<file path="config.mk">
export PLATFORM = sky130hd
export DESIGN_NAME = pasfp_scale
export DESIGN_NICKNAME = d
export VERILOG_FILES = /design/src/rtl/pwm_audio_sample_fifo_player_core_macros.svh /design/src/rtl/pasfp_pkg.sv /design/src/rtl/pasfp_scale.sv
export SDC_FILE = /design/constraint.sdc
export NUM_CORES = 1
export LEC_CHECK = 0
export BUFFER_PORTS_ARGS = -buffer_cell sky130_fd_sc_hd__buf_2
export CORE_MARGIN = 4
export CORE_UTILIZATION = 60
export DETAILED_ROUTE_END_ITERATION = 8
export MAX_ROUTING_LAYER = met4
export PLACE_DENSITY = 0.78
export SYNTH_ARGS = -nofsm -noshare
export SYNTH_HDL_FRONTEND = slang
export SYNTH_SLANG_ARGS = --single-unit
</file>
<file path="constraint.sdc">
create_clock -name vclk -period 18.25
set_clock_uncertainty 0.15 [all_clocks]
set_input_delay 3.65 -clock vclk [all_inputs]
set_output_delay 3.65 -clock vclk [all_outputs]
set_load 0.03 [all_outputs]
</file>
<file path="src/rtl/pwm_audio_sample_fifo_player_core_macros.svh">
// Assertion macros for the player core RTL.
`ifndef PWM_AUDIO_SAMPLE_FIFO_PLAYER_CORE_MACROS_SVH
`define PWM_AUDIO_SAMPLE_FIFO_PLAYER_CORE_MACROS_SVH

`ifndef ASSERT_OFF
`define PASFP_ASSERT(lbl, cond, msg) \
    lbl: assert property (@(posedge clk) disable iff (!rst_n) (cond)) else $error(msg);
`define PASFP_ASSERT_IMPL(lbl, ante, cons, msg) \
    lbl: assert property (@(posedge clk) disable iff (!rst_n) (ante) |-> (cons)) \
        else $error(msg);
`define PASFP_ASSERT_NEXT(lbl, ante, cons, msg) \
    lbl: assert property (@(posedge clk) disable iff (!rst_n) (ante) |=> (cons)) \
        else $error(msg);
`else
`define PASFP_ASSERT(lbl, cond, msg)
`define PASFP_ASSERT_IMPL(lbl, ante, cons, msg)
`define PASFP_ASSERT_NEXT(lbl, ante, cons, msg)
`endif

`endif

</file>
<file path="src/rtl/pasfp_pkg.sv">
`timescale 1ns / 1ps
`default_nettype none

package pasfp_pkg;

    localparam int RING_DEPTH_DEF    = 512;
    localparam int MAX_DUTY_BITS_DEF = 14;
    localparam int DUTY_W            = 14;
    localparam int CFG_IDX_W         = 3;
    localparam int CFG_DATA_W        = 20;

    localparam logic [1:0] MODE_WRITE  = 2'd0;
    localparam logic [1:0] MODE_TICK   = 2'd1;
    localparam logic [1:0] MODE_STATUS = 2'd2;

    localparam logic [1:0] WS_OK    = 2'd0;
    localparam logic [1:0] WS_DROP  = 2'd1;
    localparam logic [1:0] WS_RETRY = 2'd2;

    localparam logic [CFG_IDX_W-1:0] CFG_STEREO       = 3'd0;
    localparam logic [CFG_IDX_W-1:0] CFG_SAMPLE_RATE  = 3'd1;
    localparam logic [CFG_IDX_W-1:0] CFG_CARRIER_FREQ = 3'd2;
    localparam logic [CFG_IDX_W-1:0] CFG_DUTY_RES     = 3'd3;
    localparam logic [CFG_IDX_W-1:0] CFG_RING_WORDS   = 3'd4;
    localparam logic [CFG_IDX_W-1:0] CFG_BLOCK_WORDS  = 3'd5;

    localparam logic [19:0] SAMPLE_RATE_RST  = 20'd48000;
    localparam logic [19:0] CARRIER_FREQ_RST = 20'd48000;
    localparam logic [3:0]  DUTY_RES_RST     = 4'd10;
    localparam logic [9:0]  RING_WORDS_RST   = 10'd512;
    localparam logic [9:0]  BLOCK_WORDS_RST  = 10'd64;

    localparam logic [31:0] SILENCE_WORD = 32'h8000_8000;
    localparam logic [15:0] SIGN_FLIP    = 16'h8000;
    localparam logic [20:0] ACC_MAX      = 21'h1F_FFFF;
    localparam logic [9:0]  BLOCK_MAX    = 10'd512;

    typedef struct packed {
        logic [1:0]         mode;
        logic signed [15:0] sample;
        logic               wait_if_full;
    } req_t;

    typedef struct packed {
        logic [1:0]        write_status;
        logic              duty_update;
        logic [DUTY_W-1:0] duty_left;
        logic [DUTY_W-1:0] duty_right;
        logic              underflow_now;
        logic              block_done;
        logic              underflow_flag;
        logic [10:0]       free_bytes;
    } rsp_t;

    typedef struct packed {
        logic        stereo;
        logic [19:0] sample_rate;
        logic [19:0] carrier_freq;
        logic [3:0]  duty_bits;
        logic [9:0]  ring_words;
        logic [9:0]  block_words;
    } cfg_t;

endpackage

`default_nettype wire

</file>
<file path="src/rtl/pasfp_scale.sv">
`timescale 1ns / 1ps
`default_nettype none

module pasfp_scale #(
    parameter int MAX_DUTY_BITS = pasfp_pkg::MAX_DUTY_BITS_DEF
) (
    input  wire logic [31:0]                  word,
    input  wire logic [3:0]                   duty_bits,
    output logic [pasfp_pkg::DUTY_W-1:0]      duty_left,
    output logic [pasfp_pkg::DUTY_W-1:0]      duty_right
);
    import pasfp_pkg::*;

    localparam int PROD_W = 16 + MAX_DUTY_BITS;

    logic [4:0]               bits_sat;
    logic [MAX_DUTY_BITS:0]   full_w;
    logic [MAX_DUTY_BITS-1:0] full;
    logic [PROD_W-1:0]        prod_l;
    logic [PROD_W-1:0]        prod_r;
    logic [31:0]              shift_l;
    logic [31:0]              shift_r;

    always_comb
    begin
        bits_sat = ({1'b0, duty_bits} > 5'(MAX_DUTY_BITS)) ?
                   5'(MAX_DUTY_BITS) : {1'b0, duty_bits};
        full_w   = ({{MAX_DUTY_BITS{1'b0}}, 1'b1} << bits_sat) - 1'b1;
        full     = full_w[MAX_DUTY_BITS-1:0];
        prod_l   = PROD_W'(word[15:0]) * PROD_W'(full);
        prod_r   = PROD_W'(word[31:16]) * PROD_W'(full);
        shift_l  = 32'(prod_l >> 16);
        shift_r  = 32'(prod_r >> 16);
    end

    assign duty_left  = shift_l[DUTY_W-1:0];
    assign duty_right = shift_r[DUTY_W-1:0];

endmodule

`default_nettype wire

</file>
Word level (Yosys, flattened, before mapping)
Index checks and enable logic that the tools add are counted.
{"block": "classes", "n_addsub": 1, "multipliers": 2, "order_cmp": 1, "shifts": 1, "mux": 1}
{"operator": "16-bit by 14-bit multiplier with 30-bit output", "count": 2}
{"operator": "1-bit by 4-bit left shift with 14-bit output (first input constant)", "count": 1}
{"operator": "14-bit by 1-bit subtractor with 14-bit output (second input constant)", "count": 1}
{"operator": "4-bit greater-than comparator (second input constant)", "count": 1}
{"operator": "4-bit 2-to-1 mux", "count": 1}
{"block": "word_totals", "regBits": 0, "in_bits": 36, "out_inout_bits": 28, "elab_cells": 6}

Logic depth before layout (Yosys ltp)
{"block": "depth", "word_depth": 5, "mapped_depth": 33, "ltp_nobuf": 29}

Worst setup path before layout
No wires, ideal clock.
{"block": "synth_path", "path_type": "input port to output port", "from": "input duty_bits[1]", "to": "output duty_right[12] in the netlist's numbering", "t_arrival_ns": 11.095, "required_time_ns": 14.450, "path_slack_ns": 3.355, "cell_stages": 28, "n_path_buf": 4, "cell_sequence": "buf_6 nor4_4 inv_1 clkbuf_1 ha_1 clkbuf_1 nor3_1 a21oi_1 o21ai_0 clkbuf_1 nand2_1 fa_1 fa_1 inv_1 fa_1 fa_1 fa_1 inv_1 fa_1 inv_1 ha_1 and3_1 a221o_1 a32oi_1 nand2_1 nor4_1 nor2_1 a221oi_1"}
{"block": "synth_between", "elab_chain_len": 5}
{"item": "start: declaration", "line_no": "pasfp_scale.sv:8", "source": "input wire logic [3:0] duty_bits,"}
{"item": "4-bit greater-than comparator", "line_no": "pasfp_scale.sv:26", "source": "bits_sat = ({1'b0, duty_bits} > 5'(MAX_DUTY_BITS)) ?"}
{"item": "4-bit 2-to-1 mux (*)", "line_no": "pasfp_scale.sv:26"}
{"item": "1-bit by 4-bit left shift with 14-bit output (*)", "line_no": "pasfp_scale.sv:28", "source": "full_w = ({{MAX_DUTY_BITS{1'b0}}, 1'b1} << bits_sat) - 1'b1;"}
{"item": "14-bit by 1-bit subtractor with 14-bit output (*)", "line_no": "pasfp_scale.sv:28"}
{"item": "16-bit by 14-bit multiplier with 30-bit output (*)", "line_no": "pasfp_scale.sv:31", "source": "prod_r = PROD_W'(word[31:16]) * PROD_W'(full);"}
{"item": "end: declaration", "line_no": "pasfp_scale.sv:10", "source": "output logic [pasfp_pkg::DUTY_W-1:0] duty_right"}
Every way passes the cells marked *; elsewhere a longest branch is shown, timed or not.

Final worst setup path
{"block": "layout_path", "from": "input duty_bits[3]", "to": "output duty_right[13] in the netlist's numbering"}
The elaborated chain is that of the path after synthesis.

==> report_table.html <==
<table>
<tr><th>Metric</th><th>Value</th></tr>
<tr><th colspan="2">Die</th></tr>
<tr><td>Die Ht</td><td>around 160 um</td></tr>
<tr><td>Placeable core region</td><td>between 0.02 and 0.025 mm^2</td></tr>
<tr><td>Die X</td><td>160 um</td></tr>
<tr><td>Starting density of the core</td><td>approximately three fifths</td></tr>
<tr><td>Die Area</td><td>approximately 0.026 mm^2</td></tr>
<tr><td>Std-Cell Rows</td><td>between 50 and 60</td></tr>
<tr><td>Boundary Pins</td><td>64</td></tr>
<tr><th colspan="2">STA</th></tr>
<tr><td>Final sum of negative setup slack</td><td>0 ns</td></tr>
<tr><td>Slew at the pin closest to its max-slew limit</td><td>around 1.3 ns</td></tr>
<tr><td>Relative slew slack</td><td>about 13%</td></tr>
<tr><td>Final setup viols</td><td>0</td></tr>
<tr><td>Part of the cycle the worst path needs</td><td>between 90% and 100%</td></tr>
<tr><td>Highest achievable clock rate</td><td>between 0.05 and 0.06 GHz</td></tr>
<tr><td>Min Tclk post-route</td><td>roughly 17 ns</td></tr>
<tr><td>Final hold violation count</td><td>0</td></tr>
<tr><td>Pins Over Slew Limit</td><td>0</td></tr>
<tr><td>RSZ-0062 raised after global routing</td><td>no</td></tr>
<tr><th colspan="2">Synth</th></tr>
<tr><td>Top cells by area in the synthesized netlist</td><td>sky130_fd_sc_hd__fa_1 48%, sky130_fd_sc_hd__ha_1 17%, sky130_fd_sc_hd__inv_1 9.0%</td></tr>
<tr><td>Cell area after synthesis</td><td>between 0.01 and 0.015 mm^2</td></tr>
<tr><td>Gate count of the mapped netlist</td><td>around 1600</td></tr>
<tr><td>Sequential fraction of the synthesis area</td><td>0%</td></tr>
<tr><td>Synthesized net count</td><td>2129</td></tr>
<tr><td>Distinct cell type count after synthesis</td><td>between 50 and 60</td></tr>
<tr><td>Total of warnings raised by yosys</td><td>0</td></tr>
<tr><td>Cell type contributing the most total cell area after synthesis</td><td>sky130_fd_sc_hd__fa_1</td></tr>
<tr><td>Mean Syn Cell Area</td><td>about 8.7 um^2</td></tr>
<tr><td>Share of the synthesized area in the top cell type</td><td>~48%</td></tr>
<tr><th colspan="2">Routing</th></tr>
<tr><td>Total wire length after detailed routing</td><td>between 30000 and 40000 um</td></tr>
<tr><td>Vias after detailed routing</td><td>approximately 10000</td></tr>
<tr><td>Starting DRC count in detailed routing</td><td>666</td></tr>
<tr><td>Post-detailed-route DRC marker count</td><td>0</td></tr>
<tr><td>Detail Route Antenna Nets</td><td>0</td></tr>
<tr><td>Wirelength per Cell</td><td>around 17 um</td></tr>
<tr><td>Routed vias/inst</td><td>~5.7</td></tr>
<tr><td>Pre-antenna DRT Iters</td><td>5</td></tr>
<tr><th colspan="2">Status</th></tr>
<tr><td>Run status</td><td>completed</td></tr>
<tr><th colspan="2">Worst hold path</th></tr>
<tr><td>End point of the worst hold path</td><td>duty_right[1]</td></tr>
<tr><td>Tightest Hold Check Type</td><td>input port to primary output</td></tr>
<tr><td>Cells on Worst Hold Path</td><td>8</td></tr>
<tr><td>Worst Min Path Start</td><td>word[16]</td></tr>
<tr><th colspan="2">Final layout</th></tr>
<tr><td>Area overhead of the layout relative to synthesis</td><td>2.90%</td></tr>
<tr><td>Fraction of final layout cells sized beyond drive strength 1</td><td>5.26%</td></tr>
<tr><td>Multi-input gate area in the final layout</td><td>0.0122 mm^2</td></tr>
<tr><td>Post-layout net count</td><td>between 2000 and 2500</td></tr>
<tr><td>Fillers</td><td>1918</td></tr>
<tr><td>FF+latch count</td><td>0</td></tr>
<tr><td>Clock buffer instance count of the final layout</td><td>0</td></tr>
<tr><td>Register area</td><td>0 um^2</td></tr>
<tr><th colspan="2">Clocking</th></tr>
<tr><td>Number of buffers inserted to repair setup after CTS</td><td>0</td></tr>
<tr><td>Count of hold-fix buffers inserted at cts</td><td>0</td></tr>
<tr><td>CTS-repair resized insts</td><td>0</td></tr>
<tr><th colspan="2">Critical path</th></tr>
<tr><td>Worst Path Required</td><td>14.45 ns</td></tr>
<tr><td>Startpoint-to-endpoint class of the critical path</td><td>input port to primary output</td></tr>
<tr><td>Worst-path fanout max</td><td>roughly 130</td></tr>
<tr><td>CP arrival</td><td>between 10 and 15 ns</td></tr>
<tr><td>Setup crit end kind</td><td>primary output</td></tr>
<tr><td>Kind of start point of the critical path</td><td>input port</td></tr>
<tr><th colspan="2">Global routing</th></tr>
<tr><td>Pin count of the biggest net entering global routing</td><td>between 100 and 150</td></tr>
<tr><td>Met3 Resource Use GR</td><td>2.74%</td></tr>
<tr><td>Wire length of the first global-routing pass</td><td>between 50000 and 60000 um</td></tr>
<tr><td>Global routing met1 resource utilization</td><td>34.6%</td></tr>
<tr><td>GRT Total Usage</td><td>approximately a quarter</td></tr>
<tr><td>Via count of the first global-routing pass</td><td>between 10000 and 15000</td></tr>
<tr><td>Global route hottest layer</td><td>met2</td></tr>
<tr><td>Remaining global-route overflow</td><td>0</td></tr>
<tr><td>Met2 track demand over resource</td><td>44.8%</td></tr>
<tr><td>Initial antenna violation count</td><td>4</td></tr>
<tr><th colspan="2">Job</th></tr>
<tr><td>Max_cap viols</td><td>0</td></tr>
<tr><th colspan="2">Place</th></tr>
<tr><td>Half-perimeter wire length after detailed placement</td><td>between 20000 and 30000 um</td></tr>
<tr><td>Final GP Congestion</td><td>0.905</td></tr>
<tr><td>IO buf count</td><td>64</td></tr>
</table>
[cell type report]
class	count	area share, %
multi-input cells	1157	86.1
repair buffers	70	2.59
diodes	4	0.0704
inverters	331	8.74
well taps	285	2.51
[kinds of logic after synthesis]
kind of cell             synth area share, %
AND/OR/NAND/NOR                         17.5
buffers and inverters                   11.6
AO/OA/AOI/OAI                           4.58
XOR/XNOR                                2.09
adder cells (fa/ha/maj)                 64.3
[worst max-delay path: stages]
cell	delay, ns
sky130_fd_sc_hd__buf_4	0.41
sky130_fd_sc_hd__nor4_4	0.72
sky130_fd_sc_hd__inv_1	0.52
sky130_fd_sc_hd__ha_1	0.49
sky130_fd_sc_hd__nor3_1	0.18
sky130_fd_sc_hd__a21o_1	0.11
sky130_fd_sc_hd__a22o_1	0.12
sky130_fd_sc_hd__a22o_1	1.02
sky130_fd_sc_hd__nand2_1	0.17
sky130_fd_sc_hd__fa_1	0.53
sky130_fd_sc_hd__inv_1	0.06
sky130_fd_sc_hd__fa_1	0.54
sky130_fd_sc_hd__fa_1	0.42
sky130_fd_sc_hd__fa_1	0.46
sky130_fd_sc_hd__fa_1	0.49
sky130_fd_sc_hd__inv_1	0.05
sky130_fd_sc_hd__fa_1	0.47
sky130_fd_sc_hd__inv_1	0.04
sky130_fd_sc_hd__ha_1	0.29
sky130_fd_sc_hd__and3_1	0.22
sky130_fd_sc_hd__a221o_1	0.37
sky130_fd_sc_hd__a32oi_1	0.21
sky130_fd_sc_hd__nand2_1	0.19
sky130_fd_sc_hd__nor4_1	0.38
sky130_fd_sc_hd__nor2_1	0.15
sky130_fd_sc_hd__a211oi_1	0.31
sky130_fd_sc_hd__xnor2_1	0.15
sky130_fd_sc_hd__buf_2	0.21
[per-stage QoR]
step           util [%]  setup slack [ns]  cell area, um^2  hold WS [ns]  cells
5_1_grt            62.8             0.876            14200          8.22   1847
6_report           62.8              1.46            14200          8.13   1847
4_1_cts            62.8              1.58            14200          8.13   1843
3_3_place_gp       62.8              1.99            14200          8.11   1843
3_5_place_dp       62.8              1.58            14200          8.13   1843
2_1_floorplan         -              3.36            13800          7.89   1580
[placed cells by master, fill, tap and decap left out, drive strengths merged, types with 28 or more instances in the layout]
cell type / netlist / routed
and2: 37 / 37
buf: 4 / 70
nor2b: 40 / 40
ha: 185 / 185
nand3: 71 / 71
nand2: 233 / 233
nor2: 79 / 79
and3: 28 / 28
inv: 331 / 331
fa: 328 / 328
[Yosys cell counts (2+ instances only)]
cell type / number
sky130_fd_sc_hd__and2b_1: 3
sky130_fd_sc_hd__nor3b_1: 2
sky130_fd_sc_hd__nand2b_1: 6
sky130_fd_sc_hd__nand3_1: 71
sky130_fd_sc_hd__inv_1: 331
sky130_fd_sc_hd__clkbuf_1: 87
sky130_fd_sc_hd__and3_1: 28
sky130_fd_sc_hd__a21boi_0: 2
sky130_fd_sc_hd__nor2_1: 79
sky130_fd_sc_hd__ha_1: 185
sky130_fd_sc_hd__and4_1: 2
sky130_fd_sc_hd__xnor2_1: 20
sky130_fd_sc_hd__o21a_1: 3
sky130_fd_sc_hd__a31o_4: 2
sky130_fd_sc_hd__a21o_1: 19
sky130_fd_sc_hd__nand2_1: 233
sky130_fd_sc_hd__o31ai_1: 2
sky130_fd_sc_hd__and2_1: 37
sky130_fd_sc_hd__a211oi_1: 4
sky130_fd_sc_hd__fa_1: 328
sky130_fd_sc_hd__a22o_1: 2
sky130_fd_sc_hd__nor4_1: 3
sky130_fd_sc_hd__or3_1: 3
sky130_fd_sc_hd__a221o_1: 2
sky130_fd_sc_hd__o21ai_0: 14
sky130_fd_sc_hd__nor2b_1: 40
sky130_fd_sc_hd__a21oi_1: 24
sky130_fd_sc_hd__nand4_1: 5
sky130_fd_sc_hd__o21bai_1: 3
sky130_fd_sc_hd__a31oi_1: 2
sky130_fd_sc_hd__xor2_1: 13
sky130_fd_sc_hd__nor3_1: 4
sky130_fd_sc_hd__or2_2: 3
[metal layers]
metal	up-vias	wire length, um
li1	4732	-
met4	0	840
met3	71	1900
met1	5314	12900
met5	-	0
met2	358	15800
[worst max-delay path by stage]
stage | endpoint | cells past startpoint | from | slack [ns]
global route | duty_right[13] | 28 | duty_bits[3] | 0.88
global placement | duty_right[13] | 28 | duty_bits[3] | 1.99
finish | duty_right[13] | 28 | duty_bits[3] | 1.46
floorplan | duty_right[12] | 28 | duty_bits[1] | 3.36
CTS | duty_right[13] | 28 | duty_bits[3] | 1.58
detailed placement | duty_right[13] | 28 | duty_bits[3] | 1.58
Power is left out: the tool's default activity adds up to more than one toggle a clock period on the data nets, which glitch-free logic cannot reach.
