### src/rtl/pwm_audio_sample_fifo_player_core_macros.svh
// Assertion macros for the player core RTL.
`ifndef PWM_AUDIO_SAMPLE_FIFO_PLAYER_CORE_MACROS_SVH
`define PWM_AUDIO_SAMPLE_FIFO_PLAYER_CORE_MACROS_SVH

`ifndef ASSERT_OFF
`define PASFP_ASSERT(lbl, cond, msg) \
    lbl: assert property (@(posedge clk) disable iff (!rst_n) (cond)) else $error(msg);
`define PASFP_ASSERT_IMPL(lbl, ante, cons, msg) \
    lbl: assert property (@(posedge clk) disable iff (!rst_n) (ante) |-> (cons)) \
        else $error(msg);
`define PASFP_ASSERT_NEXT(lbl, ante, cons, msg) \
    lbl: assert property (@(posedge clk) disable iff (!rst_n) (ante) |=> (cons)) \
        else $error(msg);
`else
`define PASFP_ASSERT(lbl, cond, msg)
`define PASFP_ASSERT_IMPL(lbl, ante, cons, msg)
`define PASFP_ASSERT_NEXT(lbl, ante, cons, msg)
`endif

`endif

### src/rtl/pasfp_pkg.sv
`timescale 1ns / 1ps
`default_nettype none

package pasfp_pkg;

    localparam int RING_DEPTH_DEF    = 512;
    localparam int MAX_DUTY_BITS_DEF = 14;
    localparam int DUTY_W            = 14;
    localparam int CFG_IDX_W         = 3;
    localparam int CFG_DATA_W        = 20;

    localparam logic [1:0] MODE_WRITE  = 2'd0;
    localparam logic [1:0] MODE_TICK   = 2'd1;
    localparam logic [1:0] MODE_STATUS = 2'd2;

    localparam logic [1:0] WS_OK    = 2'd0;
    localparam logic [1:0] WS_DROP  = 2'd1;
    localparam logic [1:0] WS_RETRY = 2'd2;

    localparam logic [CFG_IDX_W-1:0] CFG_STEREO       = 3'd0;
    localparam logic [CFG_IDX_W-1:0] CFG_SAMPLE_RATE  = 3'd1;
    localparam logic [CFG_IDX_W-1:0] CFG_CARRIER_FREQ = 3'd2;
    localparam logic [CFG_IDX_W-1:0] CFG_DUTY_RES     = 3'd3;
    localparam logic [CFG_IDX_W-1:0] CFG_RING_WORDS   = 3'd4;
    localparam logic [CFG_IDX_W-1:0] CFG_BLOCK_WORDS  = 3'd5;

    localparam logic [19:0] SAMPLE_RATE_RST  = 20'd48000;
    localparam logic [19:0] CARRIER_FREQ_RST = 20'd48000;
    localparam logic [3:0]  DUTY_RES_RST     = 4'd10;
    localparam logic [9:0]  RING_WORDS_RST   = 10'd512;
    localparam logic [9:0]  BLOCK_WORDS_RST  = 10'd64;

    localparam logic [31:0] SILENCE_WORD = 32'h8000_8000;
    localparam logic [15:0] SIGN_FLIP    = 16'h8000;
    localparam logic [20:0] ACC_MAX      = 21'h1F_FFFF;
    localparam logic [9:0]  BLOCK_MAX    = 10'd512;

    typedef struct packed {
        logic [1:0]         mode;
        logic signed [15:0] sample;
        logic               wait_if_full;
    } req_t;

    typedef struct packed {
        logic [1:0]        write_status;
        logic              duty_update;
        logic [DUTY_W-1:0] duty_left;
        logic [DUTY_W-1:0] duty_right;
        logic              underflow_now;
        logic              block_done;
        logic              underflow_flag;
        logic [10:0]       free_bytes;
    } rsp_t;

    typedef struct packed {
        logic        stereo;
        logic [19:0] sample_rate;
        logic [19:0] carrier_freq;
        logic [3:0]  duty_bits;
        logic [9:0]  ring_words;
        logic [9:0]  block_words;
    } cfg_t;

endpackage

`default_nettype wire

### src/rtl/pasfp_cfg.sv
`timescale 1ns / 1ps
`default_nettype none

module pasfp_cfg (
    input  wire logic                            clk,
    input  wire logic                            rst_n,
    input  wire logic                            cfg_write,
    input  wire logic [pasfp_pkg::CFG_IDX_W-1:0]  cfg_index,
    input  wire logic [pasfp_pkg::CFG_DATA_W-1:0] cfg_data,
    output pasfp_pkg::cfg_t                      cfg,
    output logic                                 ring_clear
);
    import pasfp_pkg::*;

    cfg_t cfg_reg;
    cfg_t cfg_next;

    always_comb
    begin
        cfg_next = cfg_reg;
        if (cfg_write)
        begin
            case (cfg_index)
                CFG_STEREO:       cfg_next.stereo       = cfg_data[0];
                CFG_SAMPLE_RATE:  cfg_next.sample_rate  = cfg_data[19:0];
                CFG_CARRIER_FREQ: cfg_next.carrier_freq = cfg_data[19:0];
                CFG_DUTY_RES:     cfg_next.duty_bits    = cfg_data[3:0];
                CFG_RING_WORDS:   cfg_next.ring_words   = cfg_data[9:0];
                CFG_BLOCK_WORDS:  cfg_next.block_words  = cfg_data[9:0];
                default:          cfg_next = cfg_reg;
            endcase
        end
    end

    always_ff @(posedge clk or negedge rst_n)
    begin
        if (!rst_n)
        begin
            cfg_reg.stereo       <= 1'b0;
            cfg_reg.sample_rate  <= SAMPLE_RATE_RST;
            cfg_reg.carrier_freq <= CARRIER_FREQ_RST;
            cfg_reg.duty_bits    <= DUTY_RES_RST;
            cfg_reg.ring_words   <= RING_WORDS_RST;
            cfg_reg.block_words  <= BLOCK_WORDS_RST;
        end
        else
        begin
            cfg_reg <= cfg_next;
        end
    end

    assign cfg        = cfg_reg;
    assign ring_clear = cfg_write && (cfg_index == CFG_RING_WORDS);

endmodule

`default_nettype wire

### config.mk
export PLATFORM = sky130hd
export DESIGN_NAME = pasfp_cfg
export DESIGN_NICKNAME = d
export VERILOG_FILES = /design/src/rtl/pwm_audio_sample_fifo_player_core_macros.svh /design/src/rtl/pasfp_pkg.sv /design/src/rtl/pasfp_cfg.sv
export SDC_FILE = /design/constraint.sdc
export NUM_CORES = 1
export LEC_CHECK = 0
export ABC_AREA = 1
export BUFFER_PORTS_ARGS = -buffer_cell sky130_fd_sc_hd__buf_2
export CORE_MARGIN = 8
export CORE_UTILIZATION = 30
export DETAILED_ROUTE_END_ITERATION = 8
export GPL_TIMING_DRIVEN = 0
export PLACE_DENSITY_LB_ADDON = 0.1
export SYNTH_ARGS = -nofsm -noshare
export SYNTH_HDL_FRONTEND = slang
export SYNTH_SLANG_ARGS = --single-unit
### constraint.sdc
create_clock -name clk -period 1.8 [get_ports clk]
set_input_delay 0.36 -clock clk [delete_from_list [all_inputs] [get_ports clk]]
set_output_delay 0.36 -clock clk [all_outputs]
set_load 0.01 [all_outputs]
Yosys cells after proc, flatten, opt, wreduce, memory -nomap -nowiden

Index checks and enable logic that the tools add are counted.

Div/mod/pow operators: 0
Shift operators: 0
Multipliers: 0
Equality and inequality tests: 5
Add/subtract/negate cells: 0
Multiplexer cells: 0
Bitwise logic cells: 0
Reduce and logical (&&, ||, !) cells: 8
$lt $le $gt $ge: 0

Operators with widths:

| cell                 | count |
|---|---|
| $reduce_and A2 Y1    | 6 |
| $eq A3 B2 Y1 const B | 2 |
| $eq A3 B3 Y1 const B | 2 |
| $eq A3 B1 Y1 const B | 1 |
| $logic_not A3 Y1     | 1 |
| $logic_and A1 B1 Y1  | 1 |

Bits in registers: 65
Logic and storage cells: 19
Bits in latches: 0
Bits in read-only memories: 0
Input port bits: 26
Output and inout bits: 66
Memory bits (writable): 0
Memories: 0

Logic depth before layout (Yosys ltp)

Gate-level depths: netlist (run 1).

Depth in word-level cells: 2
Depth in mapped cells: 6

Worst setup path before layout (run 1)

No wires, ideal clock.

Path type: input -> output
Start: input cfg_index[1] (netlist bit)
End: output ring_clear
Path slack: 0.563 ns
Data arrival time: 0.877 ns
Stages on the path: 4
Cell sequence: nor2_1 -> nand2_1 -> buf_2 -> inv_1

Longest elaborated chain between the ends: 2

RTL lines:

| element             | line            | RTL |
|---|---|---|
| start, declared     | pasfp_cfg.sv:8  | `input wire logic [pasfp_pkg::CFG_IDX_W-1:0] cfg_index,` |
| $eq A3 B3 Y1        | pasfp_cfg.sv:53 | `assign ring_clear = cfg_write && (cfg_index == CFG_RING_WORDS);` |
| $logic_and A1 B1 Y1 | pasfp_cfg.sv:53 |  |
| end, declared       | pasfp_cfg.sv:11 | `output logic ring_clear` |

Every way passes these cells.

Worst setup path after layout (run 1)

Ends and elaborated chain as after synthesis.

==> metrics, run 1 <==
status=finished, final reports clean; clk root buf=clkbuf_8; via count=2302; die area=12220 sq um; Die Y=110.5 um; post-CTS sizing=0; crit-path cells=buf_2 > nor2_1 > nand2_1 > buf_2 > inv_1 > buf_2; Fmax achieved=625.3 MHz; Iteration-0 DRC Markers=91; utilization after layout=0.4002; Die Width=110.5 um; FF+latch count, synth=65; cell family with most CP delay=buffers and inverters; area leader, netlist=dfrtp_1; CTS Sinks=65; Worst Path Required=1440 ps; Wirelength per Cell=15.73 um; DR vias/cell=4.505; simple-gate area share of the yosys netlist=0.3276; Syn Inst Count=296; DP HPWL=5.739 mm; CP Launch Type=primary input; Seq/Total Area, Yosys=0.6150; Layout area overhead=29.54%; # diodes=0; Setup Crit Path Kind=primary input to output pin; Tcrit/Tclk final=0.8885; clk_lat worst skew=330 ps; Critical Path Max Stage Delay=260 ps; Initial Util=0.3090; Synth Cell Area=2681 sq um; WP buf/inv=4; Critical Path Fanout Max=10; number of flip-flops in the largest register=65; Port Buffers=91; GP Congestion=0.7248; most frequent cells in the layout=nand2_1, buf_2, nand3_1; Min-Delay Path Class=primary input to asynchronous set/reset pin; # H-tree levels=3; Post-CTS Hold Fix Bufs=0; CP Capture Type=output pin; complex-gate fraction of the synthesized area=0; Post-Syn Nets=322; Clock Tree Buf Depth=2; Routed WL=8.040 mm; Yosys cell types=13; Slew Viols, Final=0; CTS tree=yes; fin crit period=1599 ps; Post-Synth XOR/XNOR Area=0; Hold Fails Final Rpt=0; drt pass-1 iters=4; Row Count=34; pin count of the biggest net entering global routing=66; Synth top area share=0.4386; setup TNS=0 ps; Post-Synth Adder-Cell Area=0; critical path's slowest cell=nor2_1; I/O pin count=92; DRT antenna net count=0; setup bufs post-CTS=0; initial antenna violation count=0; Nets=424; worst-margin pin slew=835.1 ps; top cells by area, synth=dfrtp_1, nand2_1, dfstp_2; global-route wire length before repair=13.17 mm; Leakage=1.969 nW; layout cells sized above 1=0.3648; Overall Global Routing Usage=0.1351; max_cap viols=0; vias in the first global route=2420; clk_skew=0 ps; total core area=8678 sq um; RSZ-0062 raised after global routing=no; total CTS buffers=9; Clock transition at path regs=70 ps; Yosys Warn Count=0; Syn Area/Cell=9.059 sq um; PD cells=1165 nW/um^2; maximum VDD drop=384.0 uV; GR Overflow Total=0; post-synthesis mux area share=0; worst path arrival time=1240 ps; critical path's most frequent cell=buf_2; # setup viols final=0; Slew headroom=0.4433; residual DRC count=0; most common cell after layout, fill and taps aside=nand2_1; largest family of logic cells by synthesized area=simple AND/OR/NAND/NOR gates
worst paths after layout:
path / startpoint / endpoint / depth (start not counted) / slack, ps
min reg2reg: cfg[32] / cfg[32] / 2 / 460
max in group asynchronous: rst_n / cfg[0] / 1 / 1130
max reg2reg: cfg[37] / cfg[37] / 2 / 1100
min in group clk: cfg_data[13] / cfg[37] / 3 / 270
max: cfg_index[1] / ring_clear / 6 / 200
min: rst_n / cfg[41] / 1 / 120
cell type report:
type,count,area [sq um]
flip-flops and latches,65,1649
well taps,108,135.1
clock inverters,3,40.04
repair buffers,91,457.9
clock buffers,13,158.9
fillers,954,5205
inverters,6,22.52
multi-input cells,209,878.3
plain buffers,16,131.4
cells in the mapped netlist:
library cell,number
buf_2,3
buf_4,8
buf_6,5
dfrtp_1,47
dfstp_2,18
inv_1,4
inv_2,2
nand2_1,147
nand2_2,2
nand3_1,55
nor2_1,1
nor2_2,2
nor2_4,2
metal layers:
layer | routed length (um) | global-route usage | vias to the layer above
met5 | 0 | 0 | -
met4 | 80 | 0.05135 | 0
met3 | 477 | 0.05032 | 8
met2 | 3672 | 0.1999 | 63
met1 | 3810 | 0.1744 | 1096
li1 | - | - | 1135
power by group:
| part | internal (mW) | switching, mW |
|---|---|---|
| combinational | 0.341 | 0.512 |
| sequential | 1.79 | 0.149 |
| clock | 0.713 | 0.542 |
logic make-up (layout without fill, tap and decap cells):
| kind of cell | after synthesis | after routing |
|---|---|---|
| buf+inv | 22 | 129 |
| flops | 65 | 65 |
| simple gates | 209 | 209 |
metrics by stage:
step	power (mW)	area [sq um]	hold WS (ps)	std cells	worst slack (ps)
6_report	4.045	3473	116.6	511	200.8
5_1_grt	4.306	3473	183.6	511	86.89
4_1_cts	4.127	3473	150.2	511	171.9
3_3_place_gp	2.826	3272	447.3	495	24.10
2_1_floorplan	2.370	2681	64.41	296	563.3
3_5_place_dp	2.846	3274	453.6	495	183.8
(Power assumes the default switching activity.)
==> inputs of run 2 (changes only) <==
--- a/config.mk
+++ b/config.mk
@@ -7,6 +7,9 @@
 export LEC_CHECK = 0
 export ABC_AREA = 1
 export BUFFER_PORTS_ARGS = -buffer_cell sky130_fd_sc_hd__buf_2
+export CELL_PAD_IN_SITES_DETAIL_PLACEMENT = 0
+export CELL_PAD_IN_SITES_GLOBAL_PLACEMENT = 1
+export CORE_ASPECT_RATIO = 1.4
 export CORE_MARGIN = 8
 export CORE_UTILIZATION = 30
 export DETAILED_ROUTE_END_ITERATION = 8
==> metrics, run 2 (synthesized netlist as in run 1, its figures left out) <==
CP Capture Type=output pin; Die Y=127.9 um; RSZ-0062 raised after global routing=no; drt pass-1 iters=4; setup TNS=0 ps; Initial Util=0.3021; Wirelength per Cell=16.37 um; PD cells=1258 nW/um^2; Overall Global Routing Usage=0.1437; DP HPWL=5.815 mm; clk root buf=clkbuf_16; fin crit period=1595 ps; DR vias/cell=4.555; Clock Tree Buf Depth=2; worst flop-to-flop path endpoint=cfg[6]; Iteration-0 DRC Markers=110; Critical Path Fanout Max=10; Clock transition at path regs=50 ps; Setup Crit Path Kind=primary input to output pin; Leakage=2.014 nW; total core area=8875 sq um; CTS Sinks=65; Post-CTS Hold Fix Bufs=0; worst path arrival time=1230 ps; Slew headroom=0.4195; Tcrit/Tclk final=0.8861; Layout area overhead=33.04%; layout cells sized above 1=0.3672; setup bufs post-CTS=0; global-route wire length before repair=13.02 mm; max_cap viols=0; status=finished, final reports clean; worst reg2reg startpoint=cfg[6]; fill count=924; via count=2323; Port Buffers=91; pin count of the biggest net entering global routing=66; GP Congestion=0.6707; # H-tree levels=3; vias in the first global route=2379; # setup viols final=0; Nets=424; Slew Viols, Final=0; CP Launch Type=primary input; R2R setup slack=1100 ps; GR Overflow Total=0; Worst Path Required=1440 ps; total CTS buffers=9; CTS tree=yes; Worst R2R Path Depth=2; most frequent cells in the layout=nand2_1, buf_2, nand3_1; worst-margin pin slew=870.8 ps; Row Count=41; Die Width=95.90 um; initial antenna violation count=0; die area=12260 sq um; number of flip-flops in the largest register=65; post-CTS sizing=0; Fmax achieved=627.0 MHz; Hold Fails Final Rpt=0; clk_lat worst skew=330 ps; DRT antenna net count=0; # diodes=0; most common cell after layout, fill and taps aside=nand2_1; WHS=148.6 ps; I/O pin count=92; Routed WL=8.349 mm; clk_skew=0 ps; maximum VDD drop=553.5 uV; Min-Delay Path Class=primary input to asynchronous set/reset pin; residual DRC count=0
## run 2: area by class of cell
type                       count  area, sq um  area share
clock buffer                  14        284.0     0.07962
tap                          107        133.9     0.03753
clock inverter                 2        10.01    0.002806
sequential                    65         1649      0.4623
inverter                       6        22.52    0.006314
timing repair buffer          91        457.9      0.1284
buffer                        16        131.4     0.03683
multi-input combinational    209        878.3      0.2462
## run 2: routing by layer
metal	up-vias	part of all wire	GRT usage
met2	68	0.47	0.2190
met3	12	0.068	0.04220
met5	-	0	0
met4	0	0.019	0.06812
li1	1133	-	-
met1	1110	0.44	0.1803
## run 2: power breakdown
part           total, mW  switching [mW]  internal, mW
Clock               1.70           0.619          1.08
Sequential          1.94           0.149          1.79
Combinational      0.849           0.509         0.340
## run 2: how the worst max path moves through the flow
stage	from	endpoint
5_1_grt	cfg_index[1]	ring_clear
4_1_cts	cfg_index[1]	ring_clear
2_1_floorplan	cfg_index[1]	ring_clear
3_5_place_dp	cfg_index[1]	ring_clear
6_report	cfg_index[1]	ring_clear
3_3_place_gp	rst_n	cfg[27]
## run 2: per-stage QoR
| step | utilization | instances | power, mW | worst slack (ps) | cell area (sq um) |
|---|---|---|---|---|---|
| after floorplan | - | 296 | 2.370 | 563.3 | 2681 |
| after global placement | 0.3685 | 494 | 2.830 | 3.946 | 3271 |
| after detailed placement | 0.3688 | 494 | 2.843 | 191.8 | 3273 |
| after CTS | 0.4019 | 510 | 4.566 | 181.0 | 3567 |
| after global routing | 0.4019 | 510 | 4.743 | 126.1 | 3567 |
| final | 0.4019 | 510 | 4.486 | 205.1 | 3567 |
## run 2: worst max-delay path: stages
cell and delay, ps:
buf_2 130, nor2_1 240, nand2_1 120, buf_2 200
inv_1 60, buf_2 120
==> inputs of run 3 (changes only) <==
--- a/config.mk
+++ b/config.mk
@@ -14,7 +14,7 @@
 export CORE_UTILIZATION = 30
 export DETAILED_ROUTE_END_ITERATION = 8
 export GPL_TIMING_DRIVEN = 0
-export PLACE_DENSITY_LB_ADDON = 0.1
+export PLACE_DENSITY_LB_ADDON = 0.25
 export SYNTH_ARGS = -nofsm -noshare
 export SYNTH_HDL_FRONTEND = slang
 export SYNTH_SLANG_ARGS = --single-unit
==> metrics, run 3 (synthesized netlist as in run 1, its figures left out) <==
dpl cells=494; Worst Path Required=1440 ps; vias in the first global route=2288; Initial Util=0.3021; I/O pin count=92; WHS=132.6 ps; # H-tree levels=3; Critical Path Max Stage Delay=240 ps; number of flip-flops in the largest register=65; Setup Crit Path Kind=primary input to output pin; clk_skew=0 ps; critical path's most frequent cell=buf_2; Nets=424; CTS tree=yes; status=finished, final reports clean; Clock Tree Buf Depth=2; Die Y=127.9 um; CP Capture Type=output pin; Wirelength per Cell=15.93 um; worst-margin pin slew=841.5 ps; Iteration-0 DRC Markers=117; area of placed instances=3273 sq um; Row Count=41; RSZ-0062 raised after global routing=no; total core area=8875 sq um; Leakage=2.025 nW; CTS Sinks=65; Clock transition at path regs=60 ps; GR Overflow Total=0; GP Congestion=0.7492; Routed WL=8.123 mm; setup TNS=0 ps; die area=12260 sq um; Overall Global Routing Usage=0.1383; fin worst setup slack=204.1 ps; # diodes=0; via count=2342; CP Launch Type=primary input; Final Instance Area=3592 sq um; pin count of the biggest net entering global routing=66; global-route wire length before repair=12.70 mm; Hold Fails Final Rpt=0; drt pass-1 iters=4; Layout area overhead=33.97%; Slew Viols, Final=0; total CTS buffers=9; critical path's slowest cell=nor2_1; Post-CTS Hold Fix Bufs=0; worst path arrival time=1240 ps; clk_lat worst skew=320 ps; Die Width=95.90 um; WP buf/inv=4; cell family with most CP delay=buffers and inverters; fin crit period=1596 ps; clk root buf=clkbuf_16; crit-path cells=buf_2 > nor2_1 > nand2_1 > buf_2 > inv_1 > buf_2; setup bufs post-CTS=0; initial antenna violation count=0; Critical Path Fanout Max=10; maximum VDD drop=568.6 uV; Tcrit/Tclk final=0.8866; Port Buffers=91; post-place setup slack=178.3 ps; DP HPWL=5.874 mm; DR vias/cell=4.592; DRT antenna net count=0; most common cell after layout, fill and taps aside=nand2_1; total power draw=4.621 mW; layout cells sized above 1=0.3672; post-CTS sizing=0; Min-Delay Path Class=primary input to asynchronous set/reset pin; most frequent cells in the layout=nand2_1, buf_2, nand3_1; Slew headroom=0.4390; max_cap viols=0; PD cells=1286 nW/um^2; utilization after layout=0.4048; Fmax achieved=626.6 MHz; # setup viols final=0; Finished Layout Cells=510; residual DRC count=0
==> run 3: changes by cell type in the layout (fill, tap and decap cells not counted), sizes merged <==
cell,previous run,this run
clkinv,2,1
bufinv,0,1
==> run 3: report_power, final <==
part           switching (mW)  internal, mW  leakage [nW]  total, mW
combinational           0.511         0.341          1.09      0.851
sequential              0.146          1.79         0.780       1.94
clock                   0.611          1.22         0.159       1.83
==> run 3: worst paths after layout <==
kind / start / endpoint / slack [ps] / cells past startpoint
max: cfg_index[1] / ring_clear / 200 / 6
min: rst_n / cfg[9] / 130 / 1
max reg2reg: cfg[6] / cfg[6] / 1100 / 2
min reg2reg: cfg[39] / cfg[39] / 460 / 2
max in group asynchronous: rst_n / cfg[61] / 1100 / 1
min in group clk: cfg_data[15] / cfg[59] / 280 / 3
==> run 3: cell type report <==
cell class,instances,area (sq um)
Timing Repair Buffer,91,457.9
Buffer,16,131.4
Sequential cell,65,1649
Clock buffer,14,284.0
Inverter,6,22.52
Fill cell,918,5283
Tap cell,107,133.9
Multi-Input combinational cell,209,878.3
Clock inverter,2,35.03
==> run 3: per-layer routing <==
metal / vias to the layer above / global-route usage / part of all wire
met2: 88 / 0.2117 / 0.48
met3: 6 / 0.03751 / 0.075
li1: 1137 / - / -
met4: 0 / 0.05995 / 0.012
met1: 1111 / 0.1768 / 0.43
met5: - / 0 / 0
